File: src/hdl/utf8_sanitizer_assert.svh
// assertion macros shared by the utf8 sanitizer modules
`ifndef UTF8_SANITIZER_ASSERT_SVH
`define UTF8_SANITIZER_ASSERT_SVH

// same-cycle implication, disabled while in reset
`define UTF8S_ASSERT_NOW(label, clk, rst_n, ante, cons, msg) \
	label: assert property (@(posedge clk) disable iff (!rst_n) (ante) |-> (cons)) \
		else $error(msg);

// next-cycle implication, disabled while in reset
`define UTF8S_ASSERT_NEXT(label, clk, rst_n, ante, cons, msg) \
	label: assert property (@(posedge clk) disable iff (!rst_n) (ante) |=> (cons)) \
		else $error(msg);

`endif

File: src/hdl/utf8s_pkg.sv
// types, constants and helper functions of the utf8 sanitizer
package utf8s_pkg;

	// request payloads
	typedef struct packed {
		logic [7:0] data_byte;
		logic       end_of_text;
	} in_item_t;

	typedef struct packed {
		logic [7:0] out_char;
		logic       run_last;
		logic       text_done;
	} out_item_t;

	// decision on the byte at the head of the buffer
	typedef logic [1:0] kind_t;
	localparam kind_t KIND_DONE = 2'd0;
	localparam kind_t KIND_ESC  = 2'd1;
	localparam kind_t KIND_SEQ  = 2'd2;

	// position inside a four-character escape
	typedef logic [1:0] esc_idx_t;
	localparam esc_idx_t ESC_SLASH = 2'd0;
	localparam esc_idx_t ESC_X     = 2'd1;
	localparam esc_idx_t ESC_HI    = 2'd2;
	localparam esc_idx_t ESC_LO    = 2'd3;

	localparam logic [7:0] CHAR_BSLASH = 8'h5C;
	localparam logic [7:0] CHAR_X      = 8'h78;
	localparam logic [7:0] CHAR_TAB    = 8'h09;
	localparam logic [7:0] CHAR_LF     = 8'h0A;
	localparam logic [7:0] CHAR_CR     = 8'h0D;
	localparam logic [7:0] CHAR_SPACE  = 8'h20;

	localparam logic [20:0] CP_MIN2      = 21'h00080;
	localparam logic [20:0] CP_MIN3      = 21'h00800;
	localparam logic [20:0] CP_MIN4      = 21'h10000;
	localparam logic [20:0] CP_MAX       = 21'h10FFFF;
	localparam logic [20:0] CP_SURR_LO   = 21'h0D800;
	localparam logic [20:0] CP_SURR_HI   = 21'h0DFFF;

	// controller to datapath
	typedef struct packed {
		logic     load;
		logic     shift;
		logic     esc_cap;
		logic     gen;
		logic     sel_esc;
		esc_idx_t esc_idx;
		logic     flush;
	} dp_cmd_t;

	// datapath to controller
	typedef struct packed {
		kind_t      kind;
		logic [2:0] seq_len;
		logic       hold_v;
		logic       out_free;
	} dp_stat_t;

	// sequence length announced by a lead byte, zero if not a lead
	function automatic logic [2:0] lead_length(input logic [7:0] b);
		logic [2:0] len;
		len = 3'd0;
		if ((b & 8'hE0) == 8'hC0)
			len = 3'd2;
		else if ((b & 8'hF0) == 8'hE0)
			len = 3'd3;
		else if ((b & 8'hF8) == 8'hF0)
			len = 3'd4;
		return len;
	endfunction

	// upper-case hex digit of a nibble
	function automatic logic [7:0] hex_digit(input logic [3:0] v);
		logic [7:0] ch;
		if (v < 4'd10)
			ch = 8'h30 + {4'd0, v};
		else
			ch = 8'h41 + {4'd0, v} - 8'd10;
		return ch;
	endfunction

endpackage

File: src/hdl/utf8s_dp.sv
// utf8 sanitizer datapath: byte buffer, decoder, character hold and output register
`include "utf8_sanitizer_assert.svh"
module utf8s_dp import utf8s_pkg::*; (
	input  logic      clk,
	input  logic      arst_n,
	input  in_item_t  byte_data,
	input  dp_cmd_t   cmd,
	output dp_stat_t  stat,
	input  logic      char_stall,
	output logic      char_valid,
	output out_item_t char_data
);

	logic [7:0] buf_q [4];
	logic [2:0] cnt_q;
	logic       eot_q;
	logic [7:0] esc_q;
	logic [7:0] hold_q;
	logic       hold_v_q;
	logic       out_valid_q;
	out_item_t  out_q;

	logic [7:0]  lead;
	logic [2:0]  len;
	logic        cont_ok;
	logic        bad;
	logic        ascii_ok;
	logic [20:0] cp;
	logic [7:0]  esc_char;
	logic [7:0]  char_src;
	logic        out_free;
	logic        push;

	assign lead     = buf_q[0];
	assign len      = lead_length(lead);
	assign out_free = !out_valid_q || !char_stall;
	assign ascii_ok = (lead >= CHAR_SPACE) || (lead == CHAR_CR) || (lead == CHAR_LF)
		|| (lead == CHAR_TAB);

	// continuation bytes and gathered code point
	always_comb begin
		cont_ok = (buf_q[1][7:6] == 2'b10)
			&& ((len < 3'd3) || (buf_q[2][7:6] == 2'b10))
			&& ((len < 3'd4) || (buf_q[3][7:6] == 2'b10));
		unique case (len)
			3'd2:    cp = {10'd0, lead[4:0], buf_q[1][5:0]};
			3'd3:    cp = {5'd0, lead[3:0], buf_q[1][5:0], buf_q[2][5:0]};
			3'd4:    cp = {lead[2:0], buf_q[1][5:0], buf_q[2][5:0], buf_q[3][5:0]};
			default: cp = 21'd0;
		endcase
		bad = !cont_ok
			|| ((len == 3'd2) && (cp < CP_MIN2))
			|| ((len == 3'd3) && (cp < CP_MIN3))
			|| ((len == 3'd4) && (cp < CP_MIN4))
			|| (cp > CP_MAX)
			|| ((cp >= CP_SURR_LO) && (cp <= CP_SURR_HI));
	end

	// decision on the head byte
	always_comb begin
		stat.seq_len = 3'd1;
		priority if (cnt_q == 3'd0) begin
			stat.kind = KIND_DONE;
		end else if (!lead[7]) begin
			stat.kind = ascii_ok ? KIND_SEQ : KIND_ESC;
		end else if (len == 3'd0) begin
			stat.kind = KIND_ESC;
		end else if (len > cnt_q) begin
			stat.kind = eot_q ? KIND_ESC : KIND_DONE;
		end else begin
			stat.kind    = bad ? KIND_ESC : KIND_SEQ;
			stat.seq_len = len;
		end
		stat.hold_v   = hold_v_q;
		stat.out_free = out_free;
	end

	// character source for the hold register
	always_comb begin
		unique case (cmd.esc_idx)
			ESC_SLASH: esc_char = CHAR_BSLASH;
			ESC_X:     esc_char = CHAR_X;
			ESC_HI:    esc_char = hex_digit(esc_q[7:4]);
			ESC_LO:    esc_char = hex_digit(esc_q[3:0]);
			default:   esc_char = CHAR_BSLASH;
		endcase
		char_src = cmd.sel_esc ? esc_char : lead;
	end

	assign push = (cmd.gen && hold_v_q) || cmd.flush;

	// byte buffer, escape capture, hold and output data, payload only
	always_ff @(posedge clk) begin
		if (cmd.load) begin
			buf_q[cnt_q[1:0]] <= byte_data.data_byte;
			eot_q             <= byte_data.end_of_text;
		end else if (cmd.shift) begin
			buf_q[0] <= buf_q[1];
			buf_q[1] <= buf_q[2];
			buf_q[2] <= buf_q[3];
		end
		if (cmd.esc_cap)
			esc_q <= lead;
		if (cmd.gen)
			hold_q <= char_src;
		if (cmd.gen && hold_v_q)
			out_q <= '{out_char: hold_q, run_last: 1'b0, text_done: 1'b0};
		else if (cmd.flush)
			out_q <= '{out_char: hold_q, run_last: 1'b1, text_done: eot_q};
	end

	// buffer fill count and valid flags
	always_ff @(posedge clk or negedge arst_n) begin
		if (!arst_n) begin
			cnt_q       <= 3'd0;
			hold_v_q    <= 1'b0;
			out_valid_q <= 1'b0;
		end else begin
			if (cmd.load)
				cnt_q <= cnt_q + 3'd1;
			else if (cmd.shift)
				cnt_q <= cnt_q - 3'd1;
			if (cmd.gen)
				hold_v_q <= 1'b1;
			else if (cmd.flush)
				hold_v_q <= 1'b0;
			if (push)
				out_valid_q <= 1'b1;
			else if (!char_stall)
				out_valid_q <= 1'b0;
		end
	end

	assign char_valid = out_valid_q;
	assign char_data  = out_q;

	`UTF8S_ASSERT_NOW(a_cnt_range, clk, arst_n, 1'b1, cnt_q <= 3'd4, "buffer count above four")
	`UTF8S_ASSERT_NOW(a_load_room, clk, arst_n, cmd.load, cnt_q <= 3'd3, "request loaded into full buffer")
	`UTF8S_ASSERT_NOW(a_push_room, clk, arst_n, push, out_free, "output register overwritten")

endmodule

File: src/hdl/utf8s_ctrl.sv
// utf8 sanitizer controller: scan, escape and sequence emission state machine
`include "utf8_sanitizer_assert.svh"
module utf8s_ctrl import utf8s_pkg::*; (
	input  logic     clk,
	input  logic     arst_n,
	input  logic     byte_valid,
	output logic     byte_stall,
	input  dp_stat_t stat,
	output dp_cmd_t  cmd
);

	localparam logic [2:0] S_IDLE  = 3'd0;
	localparam logic [2:0] S_EVAL  = 3'd1;
	localparam logic [2:0] S_ESC   = 3'd2;
	localparam logic [2:0] S_SEQ   = 3'd3;
	localparam logic [2:0] S_FLUSH = 3'd4;

	logic [2:0] state_q, state_d;
	esc_idx_t   idx_q, idx_d;
	logic [2:0] rem_q, rem_d;
	logic       adv;

	// a character may enter the hold when the hold is empty or can drain
	assign adv        = !stat.hold_v || stat.out_free;
	assign byte_stall = (state_q != S_IDLE);

	// next state and commands
	always_comb begin
		state_d     = state_q;
		idx_d       = idx_q;
		rem_d       = rem_q;
		cmd         = '0;
		cmd.esc_idx = idx_q;
		unique case (state_q)
			S_IDLE: begin
				if (byte_valid) begin
					cmd.load = 1'b1;
					state_d  = S_EVAL;
				end
			end
			S_EVAL: begin
				unique case (stat.kind)
					KIND_ESC: begin
						cmd.esc_cap = 1'b1;
						cmd.shift   = 1'b1;
						idx_d       = ESC_SLASH;
						state_d     = S_ESC;
					end
					KIND_SEQ: begin
						rem_d   = stat.seq_len;
						state_d = S_SEQ;
					end
					default: begin
						state_d = stat.hold_v ? S_FLUSH : S_IDLE;
					end
				endcase
			end
			S_ESC: begin
				cmd.sel_esc = 1'b1;
				if (adv) begin
					cmd.gen = 1'b1;
					idx_d   = idx_q + 2'd1;
					if (idx_q == ESC_LO)
						state_d = S_EVAL;
				end
			end
			S_SEQ: begin
				if (adv) begin
					cmd.gen   = 1'b1;
					cmd.shift = 1'b1;
					rem_d     = rem_q - 3'd1;
					if (rem_q == 3'd1)
						state_d = S_EVAL;
				end
			end
			S_FLUSH: begin
				if (stat.out_free) begin
					cmd.flush = 1'b1;
					state_d   = S_IDLE;
				end
			end
			default: begin
				state_d = S_IDLE;
			end
		endcase
	end

	// state registers
	always_ff @(posedge clk or negedge arst_n) begin
		if (!arst_n) begin
			state_q <= S_IDLE;
			idx_q   <= ESC_SLASH;
			rem_q   <= 3'd0;
		end else begin
			state_q <= state_d;
			idx_q   <= idx_d;
			rem_q   <= rem_d;
		end
	end

	`UTF8S_ASSERT_NOW(a_flush_hold, clk, arst_n, state_q == S_FLUSH, stat.hold_v, "flush with empty hold")
	`UTF8S_ASSERT_NOW(a_seq_rem, clk, arst_n, state_q == S_SEQ, rem_q != 3'd0, "sequence with zero bytes left")
	`UTF8S_ASSERT_NEXT(a_eval_after_load, clk, arst_n, cmd.load, state_q == S_EVAL, "load not followed by scan")

endmodule

File: src/hdl/utf8_sanitizer.sv
// utf8 sanitizer top level: byte request in, sanitized character requests out
// a character waits in the hold until the next one enters it or, for the last of a request, the flush
// byte_stall is raised whenever the controller leaves idle, so a new byte request
//   is taken only after the serial scan and hold path have finished the last one
// an escape emits four characters, a passed sequence one character per byte
// reset: arst_n clears the buffer count, state and valid flags; buffer data is not reset
module utf8_sanitizer import utf8s_pkg::*; (
	input  logic      clk,
	input  logic      arst_n,
	input  logic      byte_valid,
	output logic      byte_stall,
	input  in_item_t  byte_data,
	output logic      char_valid,
	input  logic      char_stall,
	output out_item_t char_data
);

	dp_cmd_t  cmd;
	dp_stat_t stat;

	// controller
	utf8s_ctrl u_ctrl (
		.clk        (clk),
		.arst_n     (arst_n),
		.byte_valid (byte_valid),
		.byte_stall (byte_stall),
		.stat       (stat),
		.cmd        (cmd)
	);

	// datapath
	utf8s_dp u_dp (
		.clk        (clk),
		.arst_n     (arst_n),
		.byte_data  (byte_data),
		.cmd        (cmd),
		.stat       (stat),
		.char_stall (char_stall),
		.char_valid (char_valid),
		.char_data  (char_data)
	);

endmodule

File: config.mk
export PLATFORM = sky130hd
export DESIGN_NAME = utf8_sanitizer
export DESIGN_NICKNAME = d
export VERILOG_FILES = /design/src/hdl/utf8s_pkg.sv /design/src/hdl/utf8s_dp.sv /design/src/hdl/utf8s_ctrl.sv /design/src/hdl/utf8_sanitizer.sv
export VERILOG_INCLUDE_DIRS = /design/src /design/src/hdl
export SDC_FILE = /design/constraint.sdc
export NUM_CORES = 1
export LEC_CHECK = 0
export ABC_AREA = 1
export BUFFER_PORTS_ARGS = -buffer_cell sky130_fd_sc_hd__buf_2
export CAP_MARGIN = 20
export CORE_ASPECT_RATIO = 0.6
export CORE_MARGIN = 2
export CORE_UTILIZATION = 60
export CTS_CLUSTER_DIAMETER = 200
export DETAILED_ROUTE_END_ITERATION = 8
export PLACE_DENSITY_LB_ADDON = 0.12
export RECOVER_POWER = 100
export SLEW_MARGIN = 25
export SYNTH_ARGS = -nofsm -noshare
export SYNTH_HDL_FRONTEND = slang
export SYNTH_SLANG_ARGS = --single-unit
File: constraint.sdc
create_clock -name clk -period 4.2 [get_ports clk]
set_clock_uncertainty 0.1 [all_clocks]
set_input_delay 1.05 -clock clk [delete_from_list [all_inputs] [get_ports clk]]
set_output_delay 1.05 -clock clk [all_outputs]
set_load 0.1 [all_outputs]
# Word-level counts from Yosys, hierarchy flattened
# Memories as Yosys holds them, arrays and structs flattened.
# Cells that the tools add are included.
# word_totals
reg_bits,40
mem_bits_rw,32
in_bits,13
out_inout_bits,12
word_cells,165
memories,1
# classes
n_addsub,10
order_cmp,12
n_eq_ne,31
mux,60
n_reduce_logical,39
# mem_list
name,words,word_bits,rd,rd_clocked_by_memory_dff,write_ports,line,rtl
u_dp.buf_q,4,8,4,0,3,utf8s_dp.sv:14,logic [7:0] buf_q [4];
# ops
operator,count
case mux 21 bit (3 select lines),1
2-to-1 mux 3 bit,18
2-to-1 mux 8 bit,4
case mux 8 bit (4 select lines),1
"equality test 8 x 4 -> 1 bit, second input constant",3
">= comparator 21 x 16 -> 1 bit, second input constant",1
"greater-than comparator 21 bit, second input constant",1
"<= comparator 21 x 16 -> 1 bit, second input constant",1
"< comparator 21 x 12 -> 1 bit, second input constant",1
"< comparator 21 x 17 -> 1 bit, second input constant",1
"< comparator 21 x 8 -> 1 bit, second input constant",1
2-to-1 mux 10 bit,2
2-to-1 mux 2 bit,10
2-to-1 mux 1 bit,19
"adder 7 x 4 -> 8 bit, first input constant",2
"subtractor 8 x 4 -> 8 bit, second input constant",2
case mux 3 bit (5 select lines),1
"adder 6 x 4 -> 7 bit, first input constant",2
logical OR 1 bit,13
"equality test 2 bit, second input constant",6
"equality test 3 x 2 -> 1 bit, second input constant",4
"inequality test 2 x 1 -> 1 bit, second input constant",6
case mux 3 bit (2 select lines),2
nonzero test 2 bit,5
other kinds (25),45

# Logic depth before layout (Yosys ltp)
# Gate-level depths: netlist of the first run.
# An unclocked memory read counts as a cell.
# logic_depth
ltp_word,28
mapped_depth,22

# By module
# A second synthesis of the first run with hierarchy kept.
# unflattened
cells_unflattened,415
hier_area_um2,3787.4
# by_module_without_submodules
mod,n_inst,cells_each,area_each_um2,seq_area_each_um2
utf8s_dp,1,333,3219.3,1876.8
utf8s_ctrl,1,82,568.0,200.2

# Least setup slack after synthesis of the first run
# Ideal clock, no wire load.
# synth_path
path_type,reg2reg
start,memory u_dp.buf_q[0][4]
end,memory u_dp.buf_q[1][0] (enable)
setup_ns,0.357
arrival_ns,3.094
required_ns,3.743
setup_slack_ns,0.649
stages_incl_launch_ff,20
n_path_buf,1
synth_period_minus_slack_ns,3.551
path_cell_list,edfxtp_1 -> inv_2 -> nor2_8 -> nand2_4 -> clkinv_4 -> ha_1 -> a21oi_1 -> o21ai_0 -> nand2_1 -> inv_1 -> nor4_2 -> nand4_1 -> nand2_2 -> a21oi_1 -> ha_1 -> nand2_1 -> nand2_2 -> inv_2 -> clkbuf_1 -> o21ai_0
# synth_rtl
item,line
start: declaration,utf8s_dp.sv:14

==> results.yml, run 1 <==
clocking:
  cts_setup_buffers: 0
  clockRootBuffer: "clkbuf_8"
  h-tree-depth: 3
  cts_hold_buf: 0
  path_clk_slew_ns: 0.07
  cts_buffers: 9
  clk_path_buf_depth: 2
  cts_resized: 0
  clkSinkCount: 72
  insertion_delay_ns: 0.35
  cts_tree: "built"
global_route:
  grt_pass1_wl_um: 13500
  grt_overflow: 0
  grt_pass1_vias: 2758
  grt_max_degree: 19
  grtUsageTotal_pct: 26.3
  antenna_found_initial: 0
place:
  port_buffers: 24
  gp_congestion: 0.874
  place_ws_ns: 0.376
  dp_hpwl_um: 6240
sta:
  hold_viol_final: 0
  holdWs_ns: 0.406
  layout_setup_ws_ns: 0.355
  tns_ns: 0
  worstMarginPinSlew_ns: 1.17
  rsz0062_at_grt: "no"
  fin_crit_sh_pct: 91.6
  min_period_ns: 3.85
  final-setup-viol-count: 0
  max_freq_ghz: 0.260
  relSlewSlack_pct: 22.5
  maxSlewViolCount: 0
die:
  die_y_um: 65.3
  die-area_um2: 6920
  die_w_um: 106
  fp-row-count: 22
  start_util_pct: 61.7
  io_pins: 25
  core_area_um2: 6080
routing:
  drt_iter0_markers: 200
  via_per_inst: 5.56
  firstDrtPassIters: 5
  vias: 2911
  wl_per_cell_um: 15.6
  wirelength_um: 8170
  drc_errors: 0
  ant_nets: 0
synth:
  synth_edf_count: 57
  ys_seq_area_share_pct: 55.4
  ys_async_sr_fraction_pct: 18.1
  syn_area_per_cell_um2: 9.43
  synth_seq_cells: 72
  syn_inst: 398
  synth_top_family_by_area: "simple AND/OR/NAND/NOR gates"
  synthTopCellsByArea: "edfxtp_1 (46%), nand2_1 (9.4%), dfrtp_1 (8.7%), inv_1 (6.0%), o21ai_0 (4.1%)"
  yosys_warnings: 0
  ys_types: 45
  synth_top_cells_by_count: "nand2_1 (94), inv_1 (60), edfxtp_1 (57)"
  synth-xor-area-share_pct: 0.467
  synth_compound_area_share_pct: 11.1
  synth-simple-area-share_pct: 21.1
  yosys.area_share.adder_pct: 4.53
  yosysTopAreaCell: "edfxtp_1"
  synth.most_common_cell: "nand2_1"
  syn-num-nets: 424
  muxShareOfSynthArea_pct: 0.267
  synth.cell_area_um2: 3750
  synthFlopType: "edfxtp_1"
  synth_top_cell_area_share_pct: 45.6
final_layout:
  fillCellCount: 482
  diodes: 0
  post-route-util_pct: 68.3
  fin_nets: 461
  area_growth_pct: 10.7
  drive_gt1_share_pct: 11.1
critical_path:
  end_kind: "flop"
  cp_max_fo: 18
  start_kind: "flop"
  cp.arrival_ns: 3.84
  crit_required_ns: 4.20
  criticalPathCategory: "reg2reg"
power:
  power_leakage_nw: 1.83
  peakVddDrop_uv: 544
  power_density_nw_per_um2: 881
flow_run:
  cap_violations: 0
status:
  status: "complete, no violations"
hold_path:
  hp-class: "reg2reg"
[per-layer routing]
| layer | part of all wire (%) | GRT usage, % | up-vias |
|---|---|---|---|
| met5 | 0 | 0 | - |
| met4 | 1.4 | 7.89 | 0 |
| met3 | 8.1 | 7.64 | 11 |
| met2 | 41 | 37.3 | 114 |
| met1 | 50 | 39.2 | 1374 |
| li1 | - | - | 1412 |
[flip-flops by register name, indices dropped and copies added, names as in the netlist, 2 cells and up]
name            count
u_dp.buf_q         32
u_dp.char_data     10
u_dp.esc_q          8
u_dp.hold_q         8
u_ctrl.rem_q        3
u_ctrl.state_q      3
u_dp.cnt_q          3
u_ctrl.idx_q        2
[worst max-delay path, stage by stage (launching register included)]
cell,delay [ns]
edfxtp_1,0.52
inv_2,0.17
nor2_8,0.06
nand2_4,0.13
clkinv_4,0.11
ha_1,0.32
a21oi_1,0.13
o21ai_0,0.09
nand2_1,0.11
inv_1,0.05
nor4_1,0.32
nand4_1,0.16
nand2_2,0.12
nand3_2,0.09
ha_1,0.20
nand2_1,0.11
nand2_2,0.07
buf_4,0.20
inv_2,0.07
buf_4,0.20
o31ai_1,0.09
buf_4,0.19
[report_power, final]
| part | leakage [nW] | switching (mW) | internal [mW] |
|---|---|---|---|
| combinational | 1.03 | 1.28 | 0.437 |
| clock | 0.0901 | 0.256 | 0.268 |
| sequential | 0.705 | 0.214 | 1.21 |
| total | 1.83 | 1.75 | 1.91 |
[cell families (layout without fill, tap and decap cells)]
logic type                 count (synthesis)  in the layout
DFF                                       72             72
xor gates and xnor gates                   2              2
and+or+nand+nor                          171            171
AOI/OAI and AO/OA                         69             69
muxes                                      1              1
buffers and inverters                     70            112
adders and majority gates                 13             13
[layout make-up]
class                           instances  area [µm²]  share of cell area, %
Tap cell                               84         105                   2.53
Timing Repair Buffer                   28         126                   3.04
Multi-Input combinational cell        256        1400                   33.6
Clock buffer                            9         124                   2.98
Sequential cell                        72        2080                   50.0
Clock inverter                          7        62.6                   1.51
Inverter                               68         263                   6.33
[worst paths after layout]
check | cells after the start | slack [ns] | end | start
setup / recovery | 21 | 0.35 | u_dp.buf_q[2][3]$_DFFE_PP_ | u_dp.buf_q[0][4]$_DFFE_PP_
hold / removal | 1 | 0.41 | u_dp.cnt_q[2]$_DFFE_PN0P_ | u_dp.cnt_q[2]$_DFFE_PN0P_
setup reg to reg | 21 | 0.35 | u_dp.buf_q[2][3]$_DFFE_PP_ | u_dp.buf_q[0][4]$_DFFE_PP_
hold reg to reg | 1 | 0.41 | u_dp.cnt_q[2]$_DFFE_PN0P_ | u_dp.cnt_q[2]$_DFFE_PN0P_
max in group asynchronous | 1 | 2.89 | u_ctrl.idx_q[0]$_DFFE_PN0P_ | arst_n
min in group asynchronous | 1 | 0.63 | u_dp.char_valid$_DFFE_PN0P_ | arst_n
[through the flow]
step           std cells  power, mW  area (µm²)
5_1_grt              524       3.92        4150
6_report             524       3.66        4150
2_1_floorplan        398       2.69        3750
4_1_cts              524       3.67        4190
3_5_place_dp         508       3.14        4000
3_3_place_gp         508       3.09        4000
[layout by cell type, fill, tap and decap left out, drive strengths merged, types with 3 or more instances in the layout]
cell type and instances:
o22ai 5, a21oi 13, clkinv 6, dfrtp 13, edfxtp 57, ha 12, buf 11, nand2 99
o31ai 3, a22oi 3, nand3 22, nand4 5, inv 66, o21ai 34, nor2 39, clkbuf 26
Note: power is estimated with default switching activity, not from simulation.
==> inputs of run 2 (changes only) <==
--- a/config.mk
+++ b/config.mk
@@ -10,12 +10,11 @@
 export BUFFER_PORTS_ARGS = -buffer_cell sky130_fd_sc_hd__buf_2
 export CAP_MARGIN = 20
 export CORE_ASPECT_RATIO = 0.6
-export CORE_MARGIN = 2
 export CORE_UTILIZATION = 60
 export CTS_CLUSTER_DIAMETER = 200
 export DETAILED_ROUTE_END_ITERATION = 8
 export PLACE_DENSITY_LB_ADDON = 0.12
-export RECOVER_POWER = 100
+export RECOVER_POWER = 25
 export SLEW_MARGIN = 25
 export SYNTH_ARGS = -nofsm -noshare
 export SYNTH_HDL_FRONTEND = slang
==> run 2 against run 1 <==
Routed wire length rose by 2.3%. Power rose by 5.5%. Worst setup slack improved by 0.047 ns. Cell count fell by 0.76%. Sequential power barely moved. Global-route usage rose by 2.1 points. Largest cell class unchanged. Register-to-register slack improved by 0.05 ns. Non-clock buffer count did not move. Clock power rose by 31%. Critical path type unchanged. Via count rose by 0.17%. Fmax rose by 1.2%.
==> results.yml, run 2 (synthesis results as in run 1) <==
status:
  status: "complete, no violations"
place:
  place_ws_ns: 0.453
  placed_cells_incl_taps: 504
  gp_congestion: 0.901
  port_buffers: 24
  dp_hpwl_um: 6280
  postPlaceCellArea_um2: 4000
sta:
  fin_crit_sh_pct: 90.4
  maxSlewViolCount: 0
  relSlewSlack_pct: 42.0
  tns_ns: 0
  holdWs_ns: 0.390
  final-setup-viol-count: 0
  worstMarginPinSlew_ns: 0.870
  hold_viol_final: 0
  layout_setup_ws_ns: 0.401
  max_freq_ghz: 0.263
  min_period_ns: 3.80
  rsz0062_at_grt: "no"
critical_path:
  crit_end: "u_dp.buf_q[2][1]$_DFFE_PP_"
  r2r_start: "u_dp.buf_q[0][4]$_DFFE_PP_"
  r2r_end: "u_dp.buf_q[2][1]$_DFFE_PP_"
  crit_required_ns: 4.21
  reg2reg_depth: 21
  reg2reg_slack_ns: 0.40
  cp.arrival_ns: 3.81
  criticalPathCategory: "reg2reg"
  start_kind: "flop"
  cp_max_fo: 18
  end_kind: "flop"
  cp-startpoint: "u_dp.buf_q[0][4]$_DFFE_PP_"
final_layout:
  seq_area_um2: 2080
  fin_area_um2: 4240
  area_growth_pct: 12.9
  post-route-util_pct: 73.0
  diodes: 0
  layout_common_cells: "nand2_1 (94), inv_1 (60), edfxtp_1 (57)"
  final_common_cell: "nand2_1"
  final_cells: 520
  fillCellCount: 459
  fin_nets: 461
  largest_reg_flops: 32
  drive_gt1_share_pct: 14.3
  multi_input_area_um2: 1400
  top_register: "u_dp.buf_q"
die:
  io_pins: 25
  fp-row-count: 21
  die_w_um: 104
  core_area_um2: 5810
  die_y_um: 63.3
  die-area_um2: 6580
  start_util_pct: 64.6
clocking:
  clk_path_buf_depth: 2
  clkSinkCount: 72
  insertion_delay_ns: 0.35
  cts_buffers: 9
  cts_tree: "built"
  path_clk_slew_ns: 0.07
  cts_setup_buffers: 0
  clockRootBuffer: "clkbuf_8"
  h-tree-depth: 3
  cts_hold_buf: 0
  cts_resized: 0
routing:
  wirelength_um: 8360
  wl_per_cell_um: 16.1
  drc_errors: 0
  drt_iter0_markers: 241
  firstDrtPassIters: 5
  ant_nets: 0
  via_per_inst: 5.61
  vias: 2916
power:
  peakVddDrop_uv: 540
  power_density_nw_per_um2: 911
  power_leakage_nw: 1.90
  power_mw: 3.86
global_route:
  antenna_found_initial: 0
  grt_pass1_wl_um: 14000
  grt_pass1_vias: 2795
  grtUsageTotal_pct: 28.3
  grt_overflow: 0
  grt_max_degree: 19
hold_path:
  hp-class: "reg2reg"
  hold_depth: 2
flow_run:
  cap_violations: 0
==> run 2: changes by cell type in the layout (fill, tap and decap cells not counted) <==
cell,before,now
buf_2,8,19
bufinv_16,1,3
clkbuf_1,17,6
clkbuf_8,9,11
clkinv_1,3,1
clkinv_2,2,1
clkinvlp_4,2,1
nor4_1,1,0
nor4_2,0,1
or2_0,1,0
or2_1,0,1
==> run 2: layer usage <==
metal	GRT usage [%]	wire length, µm	part of all wire, %	vias to the layer above
li1	-	-	-	1411
met1	42.4	3910	47	1361
met2	40.1	3450	41	131
met3	8.18	870	10	13
met4	8.04	135	1.6	0
met5	0	0	0	-
==> run 2: how the worst min path moves through the flow <==
stage                                               from                        endpoint  slack, ns
after floorplan                u_dp.cnt_q[2]$_DFFE_PN0P_       u_dp.cnt_q[2]$_DFFE_PN0P_       0.36
after global placement    u_dp.char_data[1]$_SDFFE_PP0P_  u_dp.char_data[1]$_SDFFE_PP0P_       0.36
after detailed placement  u_dp.char_data[1]$_SDFFE_PP0P_  u_dp.char_data[1]$_SDFFE_PP0P_       0.37
after CTS                 u_dp.char_data[1]$_SDFFE_PP0P_  u_dp.char_data[1]$_SDFFE_PP0P_       0.39
after global routing           u_dp.cnt_q[2]$_DFFE_PN0P_       u_dp.cnt_q[2]$_DFFE_PN0P_       0.45
final                     u_dp.char_data[1]$_SDFFE_PP0P_  u_dp.char_data[1]$_SDFFE_PP0P_       0.39
==> run 2: layout make-up <==
cell class                 count  share of cell area, %
clock inverter                 5                   2.42
tap                           80                   2.36
multi-input combinational    256                   33.1
inverter                      68                   6.20
timing repair buffer          28                   3.31
clock buffer                  11                   3.57
sequential                    72                   49.0
==> run 2: critical path, stage by stage, from the launching register on <==
cell and delay [ns]:
edfxtp_1 0.52, inv_2 0.17, nor2_8 0.06, nand2_4 0.13, clkinv_4 0.11, ha_1 0.33
a21oi_1 0.15, o21ai_0 0.10, nand2_1 0.10, inv_1 0.06, nor4_2 0.24, nand4_1 0.14
nand2_2 0.10, a21oi_1 0.08, ha_1 0.22, nand2_1 0.10, nand2_2 0.07, buf_4 0.20
inv_2 0.07, buf_4 0.20, o31ai_1 0.09, buf_4 0.19
==> run 2: where the power goes <==
part / internal [mW] / leakage [nW] / switching, mW
Combinational: 0.453 / 1.07 / 1.29
Sequential: 1.21 / 0.705 / 0.224
Clock: 0.426 / 0.126 / 0.260
